**config.mk**
```make
export PLATFORM = sky130hd
export DESIGN_NAME = tpc_ctrl
export DESIGN_NICKNAME = d
export VERILOG_FILES = /design/src/tpc_pkg.sv /design/src/tpc_ctrl.sv
export SDC_FILE = /design/constraint.sdc
export NUM_CORES = 1
export LEC_CHECK = 0
export BUFFER_PORTS_ARGS = -buffer_cell sky130_fd_sc_hd__buf_2
export CORE_MARGIN = 3
export CORE_UTILIZATION = 50
export CTS_BUF_LIST = sky130_fd_sc_hd__clkbuf_2
export DETAILED_ROUTE_END_ITERATION = 8
export MAX_ROUTING_LAYER = met4
export PLACE_DENSITY_LB_ADDON = 0.3
export SYNTH_ARGS = -nofsm -noshare
export SYNTH_HDL_FRONTEND = slang
export SYNTH_SLANG_ARGS = --single-unit
```
**constraint.sdc**
```tcl
create_clock -name clk_i -period 2.9 [get_ports clk_i]
set_clock_uncertainty 0.05 [all_clocks]
set_input_delay 0.58 -clock clk_i [delete_from_list [all_inputs] [get_ports clk_i]]
set_output_delay 0.58 -clock clk_i [all_outputs]
set_load 0.1 [all_outputs]
```
**src/tpc_pkg.sv**
```systemverilog
// Package: beat types, command/status structs and helper functions for the plane clipper.
`default_nettype none
package tpc_pkg;

  localparam int unsigned NCOMP = 11;  // x y z, nx ny nz, tx ty tz, u v

  localparam logic [1:0] REG_SPLIT_AXIS     = 2'd0;
  localparam logic [1:0] REG_SPLIT_POSITION = 2'd1;

  localparam logic [1:0] AXIS_X = 2'd0;
  localparam logic [1:0] AXIS_Y = 2'd1;

  typedef struct packed {
    logic signed [31:0] pos_x;
    logic signed [31:0] pos_y;
    logic signed [31:0] pos_z;
    logic signed [15:0] norm_x;
    logic signed [15:0] norm_y;
    logic signed [15:0] norm_z;
    logic signed [15:0] tang_x;
    logic signed [15:0] tang_y;
    logic signed [15:0] tang_z;
    logic [31:0]        tex_uv;
  } in_beat_t;

  typedef struct packed {
    logic               out_side;
    logic signed [31:0] out_x;
    logic signed [31:0] out_y;
    logic signed [31:0] out_z;
    logic signed [15:0] out_nx;
    logic signed [15:0] out_ny;
    logic signed [15:0] out_nz;
    logic signed [15:0] out_tx;
    logic signed [15:0] out_ty;
    logic signed [15:0] out_tz;
    logic [31:0]        out_uv;
    logic               out_last;
  } out_beat_t;

  typedef logic signed [31:0] comp_t;
  typedef comp_t [NCOMP-1:0] vtx_t;

  // vertex slots: corners C0 to C2, edge crossings X0 and X1
  typedef enum logic [2:0] {
    VS_C0, VS_C1, VS_C2, VS_X0, VS_X1
  } vsel_e;

  typedef struct packed {
    logic       store_en;
    logic [1:0] store_slot;
    logic       dist_en;
    logic       div_load;
    logic       div_step;
    logic       div_first;
    logic       k_load;
    logic       ph0;
    logic       ph1;
    logic       ph2;
    logic       ph3;
    logic [3:0] comp;
    logic       xslot;
    logic [1:0] a_sel;
    logic [1:0] b_sel;
    logic       out_load;
    vsel_e      out_vsel;
    logic       out_side;
    logic       out_last;
  } cmd_t;

  typedef struct packed {
    logic [2:0] left;
    logic       out_free;
  } sts_t;

  // emit order inside one side: 0 1 2 3 0 2
  function automatic logic [1:0] order_idx(input logic [2:0] p);
    logic [1:0] r;
    case (p)
      3'd0: r = 2'd0;
      3'd1: r = 2'd1;
      3'd2: r = 2'd2;
      3'd3: r = 2'd3;
      3'd4: r = 2'd0;
      3'd5: r = 2'd2;
      default: r = 2'd0;
    endcase
    return r;
  endfunction

  function automatic logic [2:0] side_count(input logic [2:0] n);
    logic [2:0] r;
    case (n)
      3'd3: r = 3'd3;
      3'd4: r = 3'd6;
      default: r = 3'd0;
    endcase
    return r;
  endfunction

  function automatic vtx_t to_vtx(input in_beat_t b);
    vtx_t v;
    v[0]  = b.pos_x;
    v[1]  = b.pos_y;
    v[2]  = b.pos_z;
    v[3]  = 32'(b.norm_x);
    v[4]  = 32'(b.norm_y);
    v[5]  = 32'(b.norm_z);
    v[6]  = 32'(b.tang_x);
    v[7]  = 32'(b.tang_y);
    v[8]  = 32'(b.tang_z);
    v[9]  = {{16{b.tex_uv[31]}}, b.tex_uv[31:16]};
    v[10] = {{16{b.tex_uv[15]}}, b.tex_uv[15:0]};
    return v;
  endfunction

  function automatic out_beat_t from_vtx(input vtx_t v, input logic side, input logic last);
    out_beat_t o;
    o.out_side = side;
    o.out_x    = v[0];
    o.out_y    = v[1];
    o.out_z    = v[2];
    o.out_nx   = v[3][15:0];
    o.out_ny   = v[4][15:0];
    o.out_nz   = v[5][15:0];
    o.out_tx   = v[6][15:0];
    o.out_ty   = v[7][15:0];
    o.out_tz   = v[8][15:0];
    o.out_uv   = {v[9][15:0], v[10][15:0]};
    o.out_last = last;
    return o;
  endfunction

endpackage
`default_nettype wire

```
**src/tpc_ctrl.sv**
```systemverilog
// Controller: corner count, clip planning, crossing sequencing and emit order.
`default_nettype none
module tpc_ctrl (
  input  wire           clk_i,
  input  wire           rst_ni,
  input  wire           in_valid_i,
  output logic          in_ready_o,
  input  tpc_pkg::sts_t sts_i,
  output tpc_pkg::cmd_t cmd_o
);

  typedef enum logic [3:0] {
    S_IDLE, S_DIST, S_PLAN, S_DIVLD, S_DIV, S_KLD, S_M0, S_M1, S_M2, S_M3, S_EMIT
  } state_e;

  state_e state_q;
  logic [1:0] cc_q;
  logic [4:0] cnt_q;
  logic [3:0] comp_q;
  logic       xs_q;
  logic [1:0] nx_q;
  logic [2:0] nl_q, nr_q;
  tpc_pkg::vsel_e l_q [4];
  tpc_pkg::vsel_e r_q [4];
  logic [1:0] xa_q [2];
  logic [1:0] xb_q [2];
  logic       side_q;
  logic [2:0] pos_q;

  function automatic tpc_pkg::vsel_e corner(input logic [1:0] i);
    tpc_pkg::vsel_e r;
    case (i)
      2'd0: r = tpc_pkg::VS_C0;
      2'd1: r = tpc_pkg::VS_C1;
      default: r = tpc_pkg::VS_C2;
    endcase
    return r;
  endfunction

  // list building over the edges of the triangle
  tpc_pkg::vsel_e l_d [4];
  tpc_pkg::vsel_e r_d [4];
  logic [1:0] xa_d [2];
  logic [1:0] xb_d [2];
  logic [2:0] nl_d, nr_d;
  logic [1:0] nx_d;
  logic [1:0] jj;
  tpc_pkg::vsel_e xv;

  always_comb begin
    nl_d = '0; nr_d = '0; nx_d = '0; jj = '0; xv = tpc_pkg::VS_X0;
    for (int k = 0; k < 4; k++) begin
      l_d[k] = tpc_pkg::VS_C0;
      r_d[k] = tpc_pkg::VS_C0;
    end
    for (int k = 0; k < 2; k++) begin
      xa_d[k] = '0;
      xb_d[k] = '0;
    end
    for (int i = 0; i < 3; i++) begin
      jj = (i == 2) ? 2'd0 : 2'(i + 1);
      if (sts_i.left[i]) begin
        l_d[nl_d[1:0]] = corner(2'(i));
        nl_d = nl_d + 3'd1;
      end else begin
        r_d[nr_d[1:0]] = corner(2'(i));
        nr_d = nr_d + 3'd1;
      end
      if (sts_i.left[i] != sts_i.left[jj]) begin
        xv = nx_d[0] ? tpc_pkg::VS_X1 : tpc_pkg::VS_X0;
        xa_d[nx_d[0]] = 2'(i);
        xb_d[nx_d[0]] = jj;
        if (nl_d < 3'd4) begin
          l_d[nl_d[1:0]] = xv;
          nl_d = nl_d + 3'd1;
        end
        if (nr_d < 3'd4) begin
          r_d[nr_d[1:0]] = xv;
          nr_d = nr_d + 3'd1;
        end
        nx_d = nx_d + 2'd1;
      end
    end
  end

  logic [2:0] cnt_l, cnt_r, cnt_cur;
  logic [1:0] oidx;
  logic       last_now;

  always_comb begin
    cnt_l    = tpc_pkg::side_count(nl_q);
    cnt_r    = tpc_pkg::side_count(nr_q);
    cnt_cur  = side_q ? cnt_r : cnt_l;
    oidx     = tpc_pkg::order_idx(pos_q);
    last_now = (pos_q == cnt_cur - 3'd1) && (side_q || cnt_r == 3'd0);
  end

  always_comb begin
    cmd_o            = '0;
    cmd_o.out_vsel   = side_q ? r_q[oidx] : l_q[oidx];
    cmd_o.out_side   = side_q;
    cmd_o.out_last   = last_now;
    cmd_o.store_slot = cc_q;
    cmd_o.comp       = comp_q;
    cmd_o.xslot      = xs_q;
    cmd_o.a_sel      = xa_q[xs_q];
    cmd_o.b_sel      = xb_q[xs_q];
    cmd_o.div_first  = (cnt_q == 5'd0);
    in_ready_o       = (state_q == S_IDLE);
    cmd_o.store_en   = (state_q == S_IDLE) && in_valid_i;
    cmd_o.dist_en    = (state_q == S_DIST);
    cmd_o.div_load   = (state_q == S_DIVLD);
    cmd_o.div_step   = (state_q == S_DIV);
    cmd_o.k_load     = (state_q == S_KLD);
    cmd_o.ph0        = (state_q == S_M0);
    cmd_o.ph1        = (state_q == S_M1);
    cmd_o.ph2        = (state_q == S_M2);
    cmd_o.ph3        = (state_q == S_M3);
    cmd_o.out_load   = (state_q == S_EMIT) && sts_i.out_free;
  end

  always_ff @(posedge clk_i or negedge rst_ni) begin
    if (!rst_ni) begin
      state_q <= S_IDLE;
      cc_q    <= '0;
      cnt_q   <= '0;
      comp_q  <= '0;
      xs_q    <= 1'b0;
      nx_q    <= '0;
      nl_q    <= '0;
      nr_q    <= '0;
      side_q  <= 1'b0;
      pos_q   <= '0;
      for (int k = 0; k < 4; k++) begin
        l_q[k] <= tpc_pkg::VS_C0;
        r_q[k] <= tpc_pkg::VS_C0;
      end
      for (int k = 0; k < 2; k++) begin
        xa_q[k] <= '0;
        xb_q[k] <= '0;
      end
    end else begin
      case (state_q)
        S_IDLE: begin
          if (in_valid_i) begin
            if (cc_q == 2'd2) begin
              cc_q    <= '0;
              state_q <= S_DIST;
            end else begin
              cc_q <= cc_q + 2'd1;
            end
          end
        end
        S_DIST: state_q <= S_PLAN;
        S_PLAN: begin
          l_q  <= l_d;
          r_q  <= r_d;
          xa_q <= xa_d;
          xb_q <= xb_d;
          nl_q <= nl_d;
          nr_q <= nr_d;
          nx_q <= nx_d;
          xs_q <= 1'b0;
          side_q <= (tpc_pkg::side_count(nl_d) == 3'd0);
          pos_q  <= '0;
          state_q <= (nx_d != 2'd0) ? S_DIVLD : S_EMIT;
        end
        S_DIVLD: begin
          cnt_q   <= '0;
          state_q <= S_DIV;
        end
        S_DIV: begin
          cnt_q <= cnt_q + 5'd1;
          if (cnt_q == 5'd31) state_q <= S_KLD;
        end
        S_KLD: begin
          comp_q  <= '0;
          state_q <= S_M0;
        end
        S_M0: state_q <= S_M1;
        S_M1: state_q <= S_M2;
        S_M2: state_q <= S_M3;
        S_M3: begin
          if (comp_q == 4'(tpc_pkg::NCOMP - 1)) begin
            if (2'(xs_q) == nx_q - 2'd1) begin
              state_q <= S_EMIT;
            end else begin
              xs_q    <= 1'b1;
              state_q <= S_DIVLD;
            end
          end else begin
            comp_q  <= comp_q + 4'd1;
            state_q <= S_M0;
          end
        end
        S_EMIT: begin
          if (sts_i.out_free) begin
            if (last_now) begin
              state_q <= S_IDLE;
            end else if (pos_q == cnt_cur - 3'd1) begin
              side_q <= 1'b1;
              pos_q  <= '0;
            end else begin
              pos_q <= pos_q + 3'd1;
            end
          end
        end
        default: state_q <= S_IDLE;
      endcase
    end
  end

endmodule
`default_nettype wire

```
# Word level (Yosys, flattened, before mapping)
# Index checks and enable logic that the tools add are counted.
# Widths: inputs -> output; s select.
# op_classes
n_addsub	18
n_lt_le_gt_ge	32
n_eq_ne	38
n_mux	122
bitwise_logic	22
n_reduce_logical	32
# op_table
operator	count
$mux 12	12
$mux 3	43
$bwmux 12	8
$demux 3 s2	10
$mux 4	12
$mux 11	4
$pmux 4 s11	1
$add 3x1->3 const B	11
$ge 3x3->1 const B	11
$not 2->3	11
$lt 3x1->1 const B	10
$pmux 3 s2	4
$mux 2	11
$lt 3x3->1 const B	6
$eq 4x3->1 const B	4
$eq 4x4->1 const B	4
$eq 3x2->1 const B	5
$logic_and 1x1->1	15
$ne 2x2->1 const B	7
$bmux 3 s2	2
$eq 3x3->1 const B	4
$pmux 5 s2	1
$reduce_bool 2->1	5
$eq 4x2->1 const B	2
36 further kinds	61
# totals
register_bits	60
inputBits	7
out_inout_bits	28
elab_cells	286

# Depth between registers and ports, before layout
# depth
ltp_word	19
ltp_mapped	15
mapped_depth_nobuf	12

# Worst setup path after synthesis
# No wires, ideal clock.
# synth_timing
path_kind	flip-flop to output port
startpoint	register state_q[1]
endpoint	output cmd_o[26] (netlist bit)
t_arrival_ns	4.767
required_ns	2.270
setup_slack_ns	-2.497
path_stages_with_launch	5
path_buffers	1
path_cell_list	dfrtp_1 clkbuf_1 nor4_1 nand2_1 inv_1
# synth_rtl
element	line	rtl
start: declaration	tpc_ctrl.sv:16	state_e state_q;
start signal: assignment	tpc_ctrl.sv:166	state_q <= (nx_d != 2'd0) ? S_DIVLD : S_EMIT;
end: declaration	tpc_ctrl.sv:9	output tpc_pkg::cmd_t cmd_o

==> flow_summary_export.csv <==
group,metric,value,unit
setup_path,r2r_end,"pos_q[2]",
setup_path,startpoint_type,"register",
setup_path,r2r_slack,0.33,ns
clock_network,cts_root_buffer,"clkbuf_2",
clock_network,path_clk_slew,0.29,ns
global_route,antenna_found_initial,0,
clock_network,cts_tree,"built",
power_and_ir_drop,finalPower,5.062,mW
cells_and_area,area_growth,23.04,%
power_and_ir_drop,ir_worst_vdd,0.4127,mV
floorplanning,core_area,7888,um2
timing,min_period,3.225,ns
timing,fin_ws,-0.3252,ns
cells_and_area,design_area,5099,um2
timing,hold_slack,0.2876,ns
setup_path,r2r_cells,10,
clock_network,max-clock-path-buffers,2,
yosys,synth_area,4144,um2
place,place_congestion,0.9392,
setup_path,criticalPathCategory,"register to primary output",
route,drc,0,
cells_and_area,fillerInstances,656,
timing,slew_headroom,0.5598,
place,placed_cell_area,4853,um2
yosys,synth_edf_count,0,
place,post-place-cells,635,
floorplanning,boundaryPins,35,
floorplanning,fp-row-count,32,
yosys,syn_nets,516,
clock_network,clk_latency,0.47,ns
cells_and_area,multi_input_area,2715,um2
setup_path,worst_ep_arrival_time,2.60,ns
setup_path,cp_max_fo,3,
yosys,synth_cell_types,69,
timing,max_freq,310.1,MHz
hold_path,hold_depth,2,
hold_path,hold_class,"primary input to register",
floorplanning,dieArea,9417,um2
run,cap_violations,0,
yosys,async_reset_ff_frac,1.000,
route,vias,3770,
cells_and_area,nets,587,
setup_path,worst_setup_path_end_kind,"primary output",
cells_and_area,drive_gt1_frac,0.2909,
power_and_ir_drop,p_leak,2.273,nW
setup_path,reg2reg_from,"nr_q[0]",
global_route,grt_pass1_vias,3520,
hold_path,hold_end,"state_q[1]",
route,wl,10450,um
global_route,grt_pass1_wl,17150,um
floorplanning,dieHeight,97.04,um
route,ant_nets,0,
yosys,ys_seq_area_frac,0.3382,
yosys,synth-main-ff-cell,"dfrtp_1",
timing,finalCritPeriodShare,1.112,
setup_path,cp.required,2.27,ns
cells_and_area,ff_latch_area,1404,um2
yosys,syn-mean-instance-area,8.669,um2
clock_network,clock-sinks,56,
timing,final-hold-violation-count,0,
timing,setup_viol,4,
global_route,grt_usage,0.2226,
global_route,overflow,0,
outcome,status,"complete, but fails checks",
route,vias_per_cell,5.782,
yosys,yosysWarnings,0,
timing,grt_setup_unrepaired,"true",
hold_path,hp-start,"sts_i[0]",
cells_and_area,final_cells,652,
route,drt-pass1-iter-count,5,
place,dp_hpwl,7861,um
timing,drv_slew,0,
clock_network,cts_buffers,5,
floorplanning,die_x,97.04,um
timing,tightest_slew,0.6556,ns
cells_and_area,antenna_cells,0,
global_route,grt_max_degree,31,
yosys,synth_cells,478,
place,port_buffers,34,
yosys,synth_seq_cells,56,
floorplanning,start_util,0.5254,
route,routedWlPerCell,16.03,um
outcome,violations,"negative setup slack",
clock_network,cts_max_level,2,
route,dr.first_iter.drc_count,335,
power_and_ir_drop,powerDensity,992.9,nW/um2
## worst max-delay path, stage by stage (launching register included)
cell and delay, ns:
dfrtp_1 0.51, nor3b_2 0.20, o21ba_4 0.18, nand2_1 0.05, o21ai_1 0.06, ha_2 0.33
xor2_2 0.14, nand3_2 0.14, nor3_4 0.29, buf_12 0.21
## registers in the layout, indices dropped and copies added (netlist names)
signal and cells:
l_q 12, nl_q 3, state_q 4, r_q 12, nx_q 1, xb_q 1
cnt_q 5, cc_q 2, xa_q 4, nr_q 3, pos_q 3, comp_q 4
xs_q 1, side_q 1
## metrics by stage
step	TNS, ns	setup WS [ns]	util
final	-0.6685	-0.3252	0.6464
after floorplan	-4.545	-0.4107	-
after global routing	-1.127	-0.4518	0.6464
after detailed placement	-0.8778	-0.1874	0.6153
after CTS	-0.7209	-0.2353	0.6401
after global placement	-0.1933	-0.1190	0.6153
## metal layers
metal | wire [um] | vias up | GRT usage
met1 | 4603 | 1791 | 0.2941
met5 | 0 | - | -
met2 | 5172 | 117 | 0.3700
li1 | - | 1849 | -
met4 | 157 | 0 | 0.04860
met3 | 518 | 13 | 0.02668
## Yosys cell counts (all sizes together), types with 3 or more instances
library cell / count / area share
clkbuf: 22 / 0.020
nor3: 9 / 0.012
a31oi: 14 / 0.021
nand4: 3 / 0.0045
mux2: 3 / 0.0082
nor4: 3 / 0.0045
o31ai: 11 / 0.020
a22o: 6 / 0.013
buf: 9 / 0.015
xor2: 4 / 0.013
nand2b: 11 / 0.017
a221oi: 3 / 0.0063
or4: 3 / 0.0054
o211ai: 5 / 0.0091
o22ai: 3 / 0.0045
and2: 6 / 0.0091
dfrtp: 56 / 0.34
o21bai: 3 / 0.0054
a21oi: 23 / 0.029
ha: 31 / 0.094
nor3b: 4 / 0.0072
nand3b: 3 / 0.0054
or3: 3 / 0.0045
mux4: 6 / 0.033
nor2: 34 / 0.031
nand3: 9 / 0.011
a211oi: 3 / 0.0054
nor2b: 11 / 0.017
mux2i: 5 / 0.012
o21ai: 41 / 0.050
xnor2: 6 / 0.014
nor4b: 3 / 0.0063
inv: 26 / 0.024
nand2: 62 / 0.056
## cell usage in the layout (no fill, tap or decap), types with 5 or more instances in the layout
cell type / synthesis / layout
a22o_1: 6 / 6
buf_4: 4 / 58
clkbuf_2: 0 / 6
mux2i_1: 5 / 5
dfrtp_1: 56 / 54
nor2b_1: 11 / 11
buf_2: 4 / 29
mux4_2: 6 / 6
nor3_1: 8 / 5
a21oi_1: 22 / 20
nand3_1: 9 / 8
a31oi_1: 14 / 14
o21ai_0: 39 / 37
and2_1: 5 / 5
nor2_1: 34 / 34
o211ai_1: 5 / 5
inv_1: 26 / 22
ha_1: 31 / 26
nand2b_1: 11 / 11
nand2_1: 62 / 57
o31ai_1: 11 / 10
## layout make-up
cell class / count / share of cell area
Sequential cell: 56 / 0.2753
Timing Repair Buffer: 95 / 0.1374
Clock inverter: 2 / 0.003190
Clock buffer: 6 / 0.005890
Tap cell: 102 / 0.02503
Multi-Input combinational cell: 365 / 0.5325
Inverter: 26 / 0.02061
## where the power goes
| group | switching, mW | internal (mW) | total (mW) |
|---|---|---|---|
| Combinational | 2.23 | 1.17 | 3.40 |
| Sequential | 0.269 | 1.08 | 1.35 |
| Clock | 0.249 | 0.0643 | 0.313 |
| Total | 2.75 | 2.32 | 5.06 |
## how the worst max path moves through the flow
| stage | from | endpoint | cells past startpoint |
|---|---|---|---|
| 6_report | nr_q[0] | cmd_o[0] | 9 |
| 5_1_grt | nr_q[0] | cmd_o[0] | 9 |
| 4_1_cts | nr_q[0] | cmd_o[0] | 9 |
| 3_5_place_dp | sts_i[1] | side_q | 12 |
| 3_3_place_gp | sts_i[1] | side_q | 14 |
| 2_1_floorplan | sts_i[1] | side_q | 13 |
## kinds of logic after synthesis
kind of cell,Yosys count,synth area share
mux,14,0.05284
buf+inv,57,0.05827
xor+xnor,10,0.02748
fa+ha+maj,31,0.09360
simple gates,175,0.2132
compound gates,135,0.2165
flops,56,0.3382
## repair_timing
action,in CTS,in global routing
hold buffers,1,0
buffers inserted,8,0
gates resized for setup,19,10
pin swaps,5,3
setup endpoints to repair,4,5
endpoints found under the hold margin,15,0
Power figures use the tool's default switching activity.
